--- src/design/sfc_pkg.sv ---
// Shared types, codes and helpers for the sphere/frustum classifier.
// No dependencies; used by every module of the block.
`timescale 1ns / 1ps
`default_nettype none

package sfc_pkg;

  localparam int PLANES = 6;

  localparam int CFG_IDX_W = 3;
  localparam logic [CFG_IDX_W-1:0] REG_CAMERA  = 3'd6;
  localparam logic [CFG_IDX_W-1:0] REG_KEYHOLE = 3'd7;

  localparam logic [1:0] LOC_OUTSIDE   = 2'd0;
  localparam logic [1:0] LOC_INTERSECT = 2'd1;
  localparam logic [1:0] LOC_INSIDE    = 2'd2;

  // coordinates in flight, wide enough for any lane reading
  localparam int CW = 17;
  localparam int DW = 36;

  typedef struct packed {
    logic signed [CW-1:0] cx;
    logic signed [CW-1:0] cy;
    logic signed [CW-1:0] cz;
    logic [14:0]          r;
    logic [1:0]           keyres;
    logic [1:0]           result;
    logic                 done;
  } item_t;

  // lane value: low 'bits' bits sign-extended; above 16 bits the lane is non-negative
  function automatic logic signed [CW-1:0] coord_ext(input logic [15:0] lane,
                                                     input int unsigned bits);
    logic [3:0]    sb;
    logic          sgn;
    logic [CW-1:0] res;
    sb  = (bits >= 16) ? 4'd15 : 4'(bits - 1);
    sgn = (bits <= 16) ? lane[sb] : 1'b0;
    for (int b = 0; b < CW; b++) begin
      if (b < bits) begin
        res[b] = (b < 16) ? lane[b[3:0]] : 1'b0;
      end else begin
        res[b] = sgn;
      end
    end
    return signed'(res);
  endfunction

endpackage

`default_nettype wire

--- src/design/sfc_plane_cell.sv ---
// One plane cell: holds its plane word, forms the signed distance and updates the word.
// Depends on sfc_pkg.
`timescale 1ns / 1ps
`default_nettype none

module sfc_plane_cell
  import sfc_pkg::*;
#(
  parameter int COORD_BITS  = 16,
  parameter int PLANE_INDEX = 0
) (
  input  wire logic                 clk,
  input  wire logic                 rst,
  input  wire logic                 wr_en,
  input  wire logic [CFG_IDX_W-1:0] wr_index,
  input  wire logic [63:0]          wr_data,
  input  wire logic                 up_valid,
  output logic                      up_stall,
  input  wire item_t                up_item,
  output logic                      dn_valid,
  input  wire logic                 dn_stall,
  output item_t                     dn_item
);

  logic [63:0] plane;

  logic sa_v, sb_v;
  logic mva, mvb;

  item_t sa_item;
  logic signed [32:0] sa_p0, sa_p1, sa_p2;
  logic signed [30:0] sa_off;

  logic signed [DW-1:0] distance, rs;
  item_t                dn_item_next;

  assign mvb = !sb_v || !dn_stall;
  assign mva = !sa_v || mvb;
  assign up_stall = !mva;
  assign dn_valid = sb_v;

  assign distance = DW'(sa_p0) + DW'(sa_p1) + DW'(sa_p2) + DW'(sa_off);
  assign rs       = signed'(DW'({sa_item.r, 14'b0}));

  always_comb begin
    dn_item_next = sa_item;
    if (!sa_item.done) begin
      if (distance < -rs) begin
        dn_item_next.result = sa_item.keyres;
        dn_item_next.done   = 1'b1;
      end else if (distance < rs) begin
        dn_item_next.result = LOC_INTERSECT;
      end
    end
  end

  always_ff @(posedge clk) begin
    if (rst) begin
      plane <= '0;
      sa_v  <= 1'b0;
      sb_v  <= 1'b0;
    end else begin
      if (wr_en && wr_index == CFG_IDX_W'(PLANE_INDEX)) plane <= wr_data;
      if (mva) sa_v <= up_valid;
      if (mvb) sb_v <= sa_v;
    end
  end

  always_ff @(posedge clk) begin
    if (mva) begin
      sa_item <= up_item;
      sa_p0   <= $signed(plane[15:0])  * up_item.cx;
      sa_p1   <= $signed(plane[31:16]) * up_item.cy;
      sa_p2   <= $signed(plane[47:32]) * up_item.cz;
      sa_off  <= {coord_ext(plane[63:48], COORD_BITS), 14'b0};
    end
    if (mvb) begin
      dn_item <= dn_item_next;
    end
  end

endmodule

`default_nettype wire

--- config.mk ---
export PLATFORM = sky130hd
export DESIGN_NAME = sfc_plane_cell
export DESIGN_NICKNAME = d
export VERILOG_FILES = /design/src/design/sfc_pkg.sv /design/src/design/sfc_plane_cell.sv
export SDC_FILE = /design/constraint.sdc
export NUM_CORES = 2
export LEC_CHECK = 0
export ABC_CLOCK_PERIOD_IN_PS = 10280
export BUFFER_PORTS_ARGS = -buffer_cell sky130_fd_sc_hd__buf_2
export CAP_MARGIN = 20
export CORE_ASPECT_RATIO = 2
export CORE_MARGIN = 2
export CORE_UTILIZATION = 50
export CTS_CLUSTER_SIZE = 25
export DETAILED_ROUTE_END_ITERATION = 16
export HOLD_SLACK_MARGIN = 0.03
export PLACE_DENSITY_LB_ADDON = 0.25
export SYNTH_ARGS = -nofsm -noshare
export SYNTH_HDL_FRONTEND = slang
export SYNTH_SLANG_ARGS = --single-unit
--- constraint.sdc ---
create_clock -name clk -period 10.28 [get_ports clk]
set_input_delay 2.056 -clock clk [delete_from_list [all_inputs] [get_ports clk]]
set_output_delay 2.056 -clock clk [all_outputs]
set_load 0.01 [all_outputs]
==> results.sh <==
export IMPL_status="finished clean"
export IMPL_cp_end_kind="flop"
export IMPL_fp_row_count=155
export IMPL_hold_depth=0
export IMPL_setup_slack_ns=1.81
export IMPL_fin_nets=5954
export IMPL_yosysWarnings=0
export IMPL_seqPwrFrac=0.304
export IMPL_cpMostUsedCell="fa_1"
export IMPL_h_tree_depth=2
export IMPL_rsz0062_at_grt="false"
export IMPL_hold_path_class="flop to flop"
export IMPL_start_util=0.504
export IMPL_power_internal_uw=3250
export IMPL_min_period_over_period=0.824
export IMPL_die_w_um=216
export IMPL_grt_overflow=0
export IMPL_drv_slew=0
export IMPL_synth_net_count=5826
export IMPL_core_um2=89000
export IMPL_gp_congestion=0.931
export IMPL_synth_flop_cell="edfxtp_1"
export IMPL_synth_area_um2=44900
export IMPL_antenna_found_initial=8
export IMPL_holdWs_ns=0.393
export IMPL_power_uw=5380
export IMPL_crit_family="adder cells"
export IMPL_crit_reg2reg_launch="plane[33]"
export IMPL_first_global_vias=34647
export IMPL_design_portCount=216
export IMPL_io_buffer_count=215
export IMPL_seq_area_frac_synth=0.201
export IMPL_dpl_cell_area_um2=47000
export IMPL_cp_cell_sequence="buf_2 > nand2_1 > fa_1 > fa_1 > fa_1 > inv_1 > fa_1 > fa_1 > inv_1 > fa_1 > inv_1 > ha_1 > and3_1 > a21oi_1 > o21ai_0 > a31oi_1 > o2111ai_1 > nand2_1 > o21ai_0 > o21ai_0 > o311a_1 > o31ai_1 > a21oi_1 > xnor2_1"
export IMPL_cts_resized=0
export IMPL_synth_cells=4479
export IMPL_area_delta_synth_final_pct=7.54
export IMPL_grt_pass1_wl_mm=185
export IMPL_dieArea_um2=92300
export IMPL_clockPowerShare=0.257
export IMPL_post_drt_wl_per_cell_um=20.1
export IMPL_critical_path_startpoint="up_item[30]"
export IMPL_synth_async_reset_ratio=0
export IMPL_cap_viol_max_count=0
export IMPL_max_vdd_ir_drop_mv=0.125
export IMPL_final_cell_mix="1,119 x inv_1, 880 x fa_1, 551 x nand2_1, 391 x and2_1, 324 x ha_1"
export IMPL_startpoint_type="input pin"
export IMPL_cp_required_ns=10.58
export IMPL_hold_buffers=0
export IMPL_power_leakage_uw=0.0242
export IMPL_worst_path_buf_inv=4
export IMPL_numClockSinks=323
export IMPL_crit_arrival_ns=8.77
export IMPL_drt_vias_per_instance=5.31
export IMPL_synth_edf_count=257
export IMPL_pre_cts_ws_ns=1.32
export IMPL_clock_skew_ns=0.0559
export IMPL_ant_nets=0
export IMPL_nFillCells=8040
export IMPL_dp_hpwl_mm=96.5
export IMPL_cp_num_cells=24
export IMPL_timing_setup_tns_ns=0
export IMPL_powerDensity_nw_per_um2=111
export IMPL_syn_area_per_cell_um2=10.0
export IMPL_grt_usage=0.265
export IMPL_detail_route_iter0_violations=1604
export IMPL_cts_root_buf="clkbuf_16"
export IMPL_post_cts_buffers=0
export IMPL_fp_dieH_um=428
export IMPL_hold_violations=0
export IMPL_swShare=0.396
export IMPL_fin_crit_ns=8.47
export IMPL_clk_pin_slew_ns=0.06
export IMPL_drive_gt1_frac=0.0712
export IMPL_slowest_delay_ns=0.56
export IMPL_wl_mm=117
export IMPL_worst_path_max_delay_cell="fa_1"
export IMPL_final_common_cell="inv_1"
export IMPL_max_clock_freq_mhz=118
export IMPL_relSlewSlack=0.306
export IMPL_tightestPinTransition_ns=1.04
export IMPL_numCtsBuffers=36
export IMPL_setup_viol=0
export IMPL_num_vias=30862
export IMPL_path_class="input pin to flop"
export IMPL_cts_tree="yes"
export IMPL_first_pass_iters=6
export IMPL_min_from="plane[62]"
export IMPL_ys_ff_latch=323
export IMPL_p_switching_uw=2130
export IMPL_grt_max_degree=67
export IMPL_clk_path_buf_depth=3
export IMPL_rr_worst_depth=23
export IMPL_clk_latency_ns=0.61
export IMPL_drc=0
export IMPL_p_comb_frac=0.439
export IMPL_worstPathMaxFanout=17
export IMPL_final_cell_area_um2=48300
export IMPL_yosysUniqueCellTypes=86
==> synthesized netlist by cell type (4+ instances only) <==
library cell	number	share of area
o31ai_1	6	0.0010
nand2b_1	27	0.0038
a21oi_1	136	0.015
o211ai_1	7	0.0012
nand2_1	552	0.046
a31o_2	4	0.00078
a41oi_1	4	0.00078
nor2_1	106	0.0089
xnor2_1	107	0.021
nor2b_1	15	0.0021
nand3_1	26	0.0029
a31oi_1	11	0.0015
inv_1	1119	0.094
nand4_1	6	0.00084
o21ai_1	8	0.00089
fa_1	880	0.39
or3_1	9	0.0013
edfxtp_1	257	0.17
xor2_1	22	0.0043
o21bai_1	15	0.0025
nor3_1	39	0.0043
a21o_1	28	0.0047
or2_2	4	0.00056
o2111ai_1	5	0.00098
a211oi_1	8	0.0013
and3_1	10	0.0014
dfxtp_1	66	0.029
a21boi_0	5	0.00084
clkbuf_1	138	0.012
nor4_1	7	0.00098
o21ai_0	40	0.0045
and2_1	391	0.055
ha_1	324	0.090
o31a_1	6	0.0012
o21a_1	15	0.0025
==> cell type report <==
type | instances | area [um^2] | share of cell area
diodes | 5 | 12.5 | 0.000259
repair buffers | 230 | 1190 | 0.0246
flip-flops and latches | 323 | 9040 | 0.187
well taps | 1177 | 1470 | 0.0305
inverters | 1120 | 4200 | 0.0871
multi-input cells | 2896 | 31100 | 0.645
clock inverters | 22 | 277 | 0.00573
clock buffers | 42 | 933 | 0.0193
==> flip-flops by register name (all words and copies together), names as in the netlist <==
register / count
sa_off: 16
dn_item: 71
sa_p2: 33
plane: 64
sa_v: 1
dn_valid: 1
sa_item: 3
sa_p0: 33
sa_p1: 33
dn_item_next: 68
==> power groups by stage <==
stage	Sequential, uW	Clock, uW	Combinational, uW
final	1630	1380	2360
after global routing	1640	1450	2660
after CTS	1630	1430	2380
after detailed placement	1660	0	2350
after global placement	1660	0	2310
after floorplan	1630	0	1630
==> through the flow <==
stage / util / cells
after floorplan: - / 4479
after global placement: 0.528 / 5746
after detailed placement: 0.528 / 5746
after CTS: 0.542 / 5810
after global routing: 0.542 / 5815
final: 0.542 / 5815
==> path summary, 6_finish.rpt <==
kind	to	slack, ns
setup / recovery	sa_p2[32]	1.81
hold / removal	sa_off[28]	0.39
setup reg to reg	sa_p2[32]	2.68
hold reg to reg	sa_off[28]	0.39
==> worst reg2reg max path, stage by stage (launching register included) <==
cell and delay, ns:
dfxtp_1 0.92, nand2_1 0.20, fa_1 0.54, fa_1 0.50, fa_1 0.56, inv_1 0.06
fa_1 0.48, fa_1 0.49, inv_1 0.05, fa_1 0.55, inv_1 0.07, ha_1 0.36
and3_1 0.21, a21oi_1 0.08, o21ai_0 0.08, a31oi_1 0.12, o2111ai_1 0.30, nand2_1 0.14
o21ai_0 0.47, o21ai_0 0.23, o311a_1 0.40, o31ai_1 0.26, a21oi_1 0.12, xnor2_1 0.15
==> logic make-up after synthesis <==
family                     synth area share
AOI/OAI and AO/OA                    0.0520
buffers and inverters                 0.105
DFF                                   0.201
xor gates and xnor gates             0.0259
adders and majority gates             0.484
muxes                              0.000446
and+or+nand+nor                       0.131
==> routing by layer <==
layer  track usage  up-vias  part of all wire
met5             0        -          0.000094
met4         0.186        2             0.081
met1         0.257    15895              0.32
met2         0.522      848              0.57
met3        0.0241      405             0.033
li1              -    13712                 -
(Power assumes the default switching activity.)
