[src/design/sfc_pkg.sv]
// Shared types, codes and helpers for the sphere/frustum classifier.
// No dependencies; used by every module of the block.
`timescale 1ns / 1ps
`default_nettype none

package sfc_pkg;

  localparam int PLANES = 6;

  localparam int CFG_IDX_W = 3;
  localparam logic [CFG_IDX_W-1:0] REG_CAMERA  = 3'd6;
  localparam logic [CFG_IDX_W-1:0] REG_KEYHOLE = 3'd7;

  localparam logic [1:0] LOC_OUTSIDE   = 2'd0;
  localparam logic [1:0] LOC_INTERSECT = 2'd1;
  localparam logic [1:0] LOC_INSIDE    = 2'd2;

  // coordinates in flight, wide enough for any lane reading
  localparam int CW = 17;
  localparam int DW = 36;

  typedef struct packed {
    logic signed [CW-1:0] cx;
    logic signed [CW-1:0] cy;
    logic signed [CW-1:0] cz;
    logic [14:0]          r;
    logic [1:0]           keyres;
    logic [1:0]           result;
    logic                 done;
  } item_t;

  // lane value: low 'bits' bits sign-extended; above 16 bits the lane is non-negative
  function automatic logic signed [CW-1:0] coord_ext(input logic [15:0] lane,
                                                     input int unsigned bits);
    logic [3:0]    sb;
    logic          sgn;
    logic [CW-1:0] res;
    sb  = (bits >= 16) ? 4'd15 : 4'(bits - 1);
    sgn = (bits <= 16) ? lane[sb] : 1'b0;
    for (int b = 0; b < CW; b++) begin
      if (b < bits) begin
        res[b] = (b < 16) ? lane[b[3:0]] : 1'b0;
      end else begin
        res[b] = sgn;
      end
    end
    return signed'(res);
  endfunction

endpackage

`default_nettype wire

[src/design/sfc_keyhole.sv]
// Head of the cell chain: keyhole sphere test around the camera, three stages.
// Depends on sfc_pkg.
`timescale 1ns / 1ps
`default_nettype none

module sfc_keyhole
  import sfc_pkg::*;
#(
  parameter int COORD_BITS = 16
) (
  input  wire logic        clk,
  input  wire logic        rst,
  input  wire logic [47:0] camera,
  input  wire logic [15:0] keyhole,
  input  wire logic        up_valid,
  output logic             up_stall,
  input  wire logic [15:0] cx,
  input  wire logic [15:0] cy,
  input  wire logic [15:0] cz,
  input  wire logic [14:0] r,
  input  wire logic        ign,
  output logic             dn_valid,
  input  wire logic        dn_stall,
  output item_t            dn_item
);

  logic s1_v, s2_v, s3_v;
  logic mv1, mv2, mv3;

  // stage 1: differences and limit terms
  item_t s1_item;
  logic signed [17:0] s1_d0, s1_d1, s1_d2;
  logic signed [17:0] s1_rpk, s1_kmr;
  logic s1_en;

  // stage 2: squares
  item_t s2_item;
  logic signed [35:0] s2_q0, s2_q1, s2_q2;
  logic signed [35:0] s2_lim_out, s2_lim_in;
  logic s2_en;

  logic signed [CW-1:0] c0, c1, c2, k;
  logic signed [37:0]   d2;
  logic [1:0]           kres;
  item_t                dn_item_next;

  assign mv3 = !s3_v || !dn_stall;
  assign mv2 = !s2_v || mv3;
  assign mv1 = !s1_v || mv2;
  assign up_stall = !mv1;
  assign dn_valid = s3_v;

  assign c0 = coord_ext(cx, COORD_BITS);
  assign c1 = coord_ext(cy, COORD_BITS);
  assign c2 = coord_ext(cz, COORD_BITS);
  assign k  = coord_ext(keyhole, COORD_BITS);

  assign d2 = 38'(s2_q0) + 38'(s2_q1) + 38'(s2_q2);

  always_comb begin
    if (!s2_en) begin
      kres = LOC_OUTSIDE;
    end else if (d2 > 38'(s2_lim_out)) begin
      kres = LOC_OUTSIDE;
    end else if (d2 < 38'(s2_lim_in)) begin
      kres = LOC_INSIDE;
    end else begin
      kres = LOC_INTERSECT;
    end
  end

  always_comb begin
    dn_item_next        = s2_item;
    dn_item_next.keyres = kres;
    dn_item_next.result = LOC_INSIDE;
    dn_item_next.done   = (kres == LOC_INSIDE);
  end

  always_ff @(posedge clk) begin
    if (rst) begin
      s1_v <= 1'b0;
      s2_v <= 1'b0;
      s3_v <= 1'b0;
    end else begin
      if (mv1) s1_v <= up_valid;
      if (mv2) s2_v <= s1_v;
      if (mv3) s3_v <= s2_v;
    end
  end

  always_ff @(posedge clk) begin
    if (mv1) begin
      s1_item.cx     <= c0;
      s1_item.cy     <= c1;
      s1_item.cz     <= c2;
      s1_item.r      <= r;
      s1_item.keyres <= LOC_OUTSIDE;
      s1_item.result <= LOC_INSIDE;
      s1_item.done   <= 1'b0;
      s1_d0  <= 18'(c0) - 18'(coord_ext(camera[15:0], COORD_BITS));
      s1_d1  <= 18'(c1) - 18'(coord_ext(camera[31:16], COORD_BITS));
      s1_d2  <= 18'(c2) - 18'(coord_ext(camera[47:32], COORD_BITS));
      s1_rpk <= $signed({3'b000, r}) + 18'(k);
      s1_kmr <= 18'(k) - $signed({3'b000, r});
      s1_en  <= !ign && !k[CW-1];
    end
    if (mv2) begin
      s2_item    <= s1_item;
      s2_q0      <= s1_d0 * s1_d0;
      s2_q1      <= s1_d1 * s1_d1;
      s2_q2      <= s1_d2 * s1_d2;
      s2_lim_out <= s1_rpk * s1_rpk;
      s2_lim_in  <= (s1_kmr > 18'sd0) ? s1_kmr * s1_kmr : 36'sd0;
      s2_en      <= s1_en;
    end
    if (mv3) begin
      dn_item <= dn_item_next;
    end
  end

endmodule

`default_nettype wire

[config.mk]
export PLATFORM = sky130hd
export DESIGN_NAME = sfc_keyhole
export DESIGN_NICKNAME = d
export VERILOG_FILES = /design/src/design/sfc_pkg.sv /design/src/design/sfc_keyhole.sv
export SDC_FILE = /design/constraint.sdc
export NUM_CORES = 2
export LEC_CHECK = 0
export BUFFER_PORTS_ARGS = -buffer_cell sky130_fd_sc_hd__buf_2
export CAP_MARGIN = 20
export CORE_MARGIN = 1.5
export CORE_UTILIZATION = 42
export CTS_CLUSTER_DIAMETER = 120
export DETAILED_ROUTE_END_ITERATION = 10
export PLACE_DENSITY = 0.6
export SYNTH_ARGS = -nofsm -noshare
export SYNTH_HDL_FRONTEND = slang
export SYNTH_SLANG_ARGS = --single-unit
[constraint.sdc]
create_clock -name clk -period 19.4 [get_ports clk]
set_input_delay 0.97 -clock clk [delete_from_list [all_inputs] [get_ports clk]]
set_output_delay 0.97 -clock clk [all_outputs]
set_load 0.005 [all_outputs]
==> results.json <==
{
  "status": "complete, no violations",
  "cts_setup_buffers": 0,
  "cts_tree": "built",
  "maxSlewHeadroom": 0.262,
  "grt_max_degree": 90,
  "rsz0062_at_grt": "false",
  "num_rows": 150,
  "clockBufferDepth": 3,
  "dieHeight_um": 413,
  "ant_nets": 0,
  "cts_hold_buf": 0,
  "avgRoutedWirePerCell_um": 17.2,
  "fin_crit_ns": 7.36,
  "synth.avg_cell_area_um2": 10.3,
  "syn_inst": 6858,
  "ys_types": 86,
  "layout_commonest_cell": "inv_1",
  "fillCellCount": 15704,
  "r2r_end": "s2_lim_out[32]",
  "fmax_mhz": 136,
  "crit_path_end_kind": "flip-flop",
  "crit_top_cell": "fa_1",
  "clk_pin_slew_worst_paths_ns": 0.07,
  "final_core_util": 0.455,
  "yosys_most_used_dff": "edfxtp_1",
  "fin_nets": 9139,
  "drc": 0,
  "worstSetupPathType": "reg2reg",
  "start_kind": "flip-flop",
  "final_max_slew_viol_count": 0,
  "syn_area_um2": 70500,
  "crit_arrival_ns": 7.79,
  "reg2reg_depth": 18,
  "cts-buffers-inserted": 59,
  "dr.max_layer_used": "met5",
  "path_max_fanout": 19,
  "cts-htree-levels": 2,
  "gp_congestion": 0.876,
  "grt_pass1_vias": 50240,
  "slowest_stage": "edfxtp_1",
  "synth_warnings": 0,
  "antenna_found_initial": 4,
  "routed_via_density": 4.92,
  "worstHoldPathType": "reg2reg",
  "finalHoldViolCount": 0,
  "ys_ff_latch": 446,
  "die_x_um": 413,
  "min_from": "s1_item[42]",
  "hold_path_end": "dn_item_next[42]",
  "core-area_um2": 167000,
  "dp_hpwl_mm": 130,
  "max_stage_delay_ns": 0.87,
  "ys_seq_area_frac": 0.190,
  "maxCapViolCount": 0,
  "drive_gt1_frac": 0.0507,
  "whs_path_depth": 0,
  "ctsRootBufferMaster": "clkbuf_16",
  "mostFrequentLayoutCells": "inv_1 (1,926), fa_1 (1,397), ha_1 (613), nand2_1 (483), edfxtp_1 (443)",
  "syn_to_final_growth_pct": 7.75,
  "overflow": 0,
  "crit_chain": "nand2_1 -> fa_1 -> inv_1 -> fa_1 -> inv_1 -> fa_1 -> fa_1 -> fa_1 -> inv_1 -> fa_1 -> ha_1 -> nand2_1 -> or3_1 -> a2111oi_0 -> or4_1 -> a31o_1 -> a21oi_2 -> xnor2_1",
  "grtUsageTotal": 0.196,
  "seqCellArea_um2": 13400,
  "port_buffers": 202,
  "finalCritPeriodShare": 0.379,
  "ios": 205,
  "fin_worst_skew_ns": 0.0564,
  "synth_edf_count": 443,
  "synthArstFlopShare": 0,
  "wl_met3_mm": 5.86,
  "dr.pass1.iters": 5,
  "vias": 45545,
  "drtIter0Drc": 2188,
  "setup_viol": 0,
  "grt_pass1_wl_mm": 263,
  "fin_tns_setup_ns": 0,
  "cts_num_sinks": 446,
  "dr_wl_met2_mm": 79.7,
  "worst_skew_pair.late_latency_ns": 0.72,
  "start_util": 0.422,
  "rrSetupSlack_ns": 12.04,
  "dieArea_um2": 170000,
  "worst_pin_slew_ns": 1.11,
  "multi_input_area_um2": 49300,
  "met1_length_mm": 69.5,
  "ctsResizeCount": 0,
  "wl_mm": 159,
  "critPathRequiredTime_ns": 19.83,
  "r2r_start": "s1_rpk[5]"
}
==> cell usage after synthesis (12+ instances only) <==
cell,number,area share
nand2_1,485,0.026
o211ai_1,16,0.0017
o21ai_0,94,0.0067
o21a_1,29,0.0031
o21ai_1,12,0.00085
a21o_1,113,0.012
xor2_1,60,0.0075
ha_1,613,0.11
o21bai_1,27,0.0029
inv_1,1927,0.10
and3_1,19,0.0017
a211oi_1,26,0.0028
clkbuf_1,133,0.0071
nor4_1,15,0.0013
xnor2_1,220,0.027
nor2_1,238,0.013
nor3_1,68,0.0048
nand2b_1,53,0.0047
a21boi_0,13,0.0014
nor2b_1,62,0.0055
fa_1,1397,0.40
a21oi_1,193,0.014
or3_1,21,0.0019
nand4_1,25,0.0022
a31oi_1,20,0.0018
edfxtp_1,443,0.19
nand3_1,58,0.0041
and2_1,303,0.027
==> cell type report <==
type | count | area share
multi-input cells | 4346 | 0.650
flip-flops and latches | 446 | 0.176
inverters | 1928 | 0.0954
well taps | 2204 | 0.0363
clock buffers | 61 | 0.0195
repair buffers | 216 | 0.0147
clock inverters | 48 | 0.00816
diodes | 1 | 0.0000330
==> stage by stage <==
| step | cells | cell area (um2) | worst slack (ns) | hold WS, ns |
|---|---|---|---|---|
| finish | 9250 | 75900 | 12.04 | 0.385 |
| global route | 9249 | 75900 | 11.67 | 0.400 |
| CTS | 9249 | 75900 | 12.09 | 0.380 |
| detailed placement | 9140 | 73800 | 12.27 | 0.405 |
| global placement | 9140 | 73800 | 12.38 | 0.401 |
| floorplan | 6861 | 70500 | 12.97 | 0.400 |
==> logic make-up after synthesis <==
kind of cell | Yosys count | share of synthesized area
xor+xnor | 280 | 0.0348
other cells | 2 | 0.000107
compound gates | 660 | 0.0623
buf+inv | 2069 | 0.111
mux | 7 | 0.00108
simple gates | 1384 | 0.0957
flops | 446 | 0.190
fa+ha+maj | 2010 | 0.506
==> metal layers <==
layer	track usage	vias to the layer above
met3	0.0189	194
li1	-	21160
met5	0	-
met4	0.0451	4
met2	0.341	837
met1	0.263	23350
==> registers in the layout, summed over array words and instances (netlist names), 16 cells and up <==
name	count
s1_item	63
s2_q1	33
s1_rpk	17
s2_q2	33
s1_d0	17
dn_item	66
s1_d2	17
s2_lim_in	33
s2_lim_out	33
s2_q0	33
s1_kmr	16
s1_d1	17
dn_item_next	63
==> worst max-delay path by stage <==
stage,from,to,slack [ns]
floorplan,s1_rpk[5],s2_lim_out[32],12.97
global placement,s1_kmr[4],s2_lim_in[32],12.38
detailed placement,s1_rpk[5],s2_lim_out[32],12.27
CTS,s1_rpk[5],s2_lim_out[32],12.09
global route,s1_rpk[5],s2_lim_out[32],11.67
finish,s1_rpk[5],s2_lim_out[32],12.04
==> critical path: cells and delay by family, from the launching register on <==
kind / cells / cell delay [ns]
AO/OA/AOI/OAI: 3 / 1.00
adder cells (fa/ha/maj): 7 / 3.67
flip-flops: 1 / 0.87
buffers and inverters: 3 / 0.29
XOR/XNOR: 1 / 0.13
AND/OR/NAND/NOR: 4 / 1.10
Power is not shown: default switching activity piles up to over one toggle a cycle in this logic, so the estimate is an artifact.
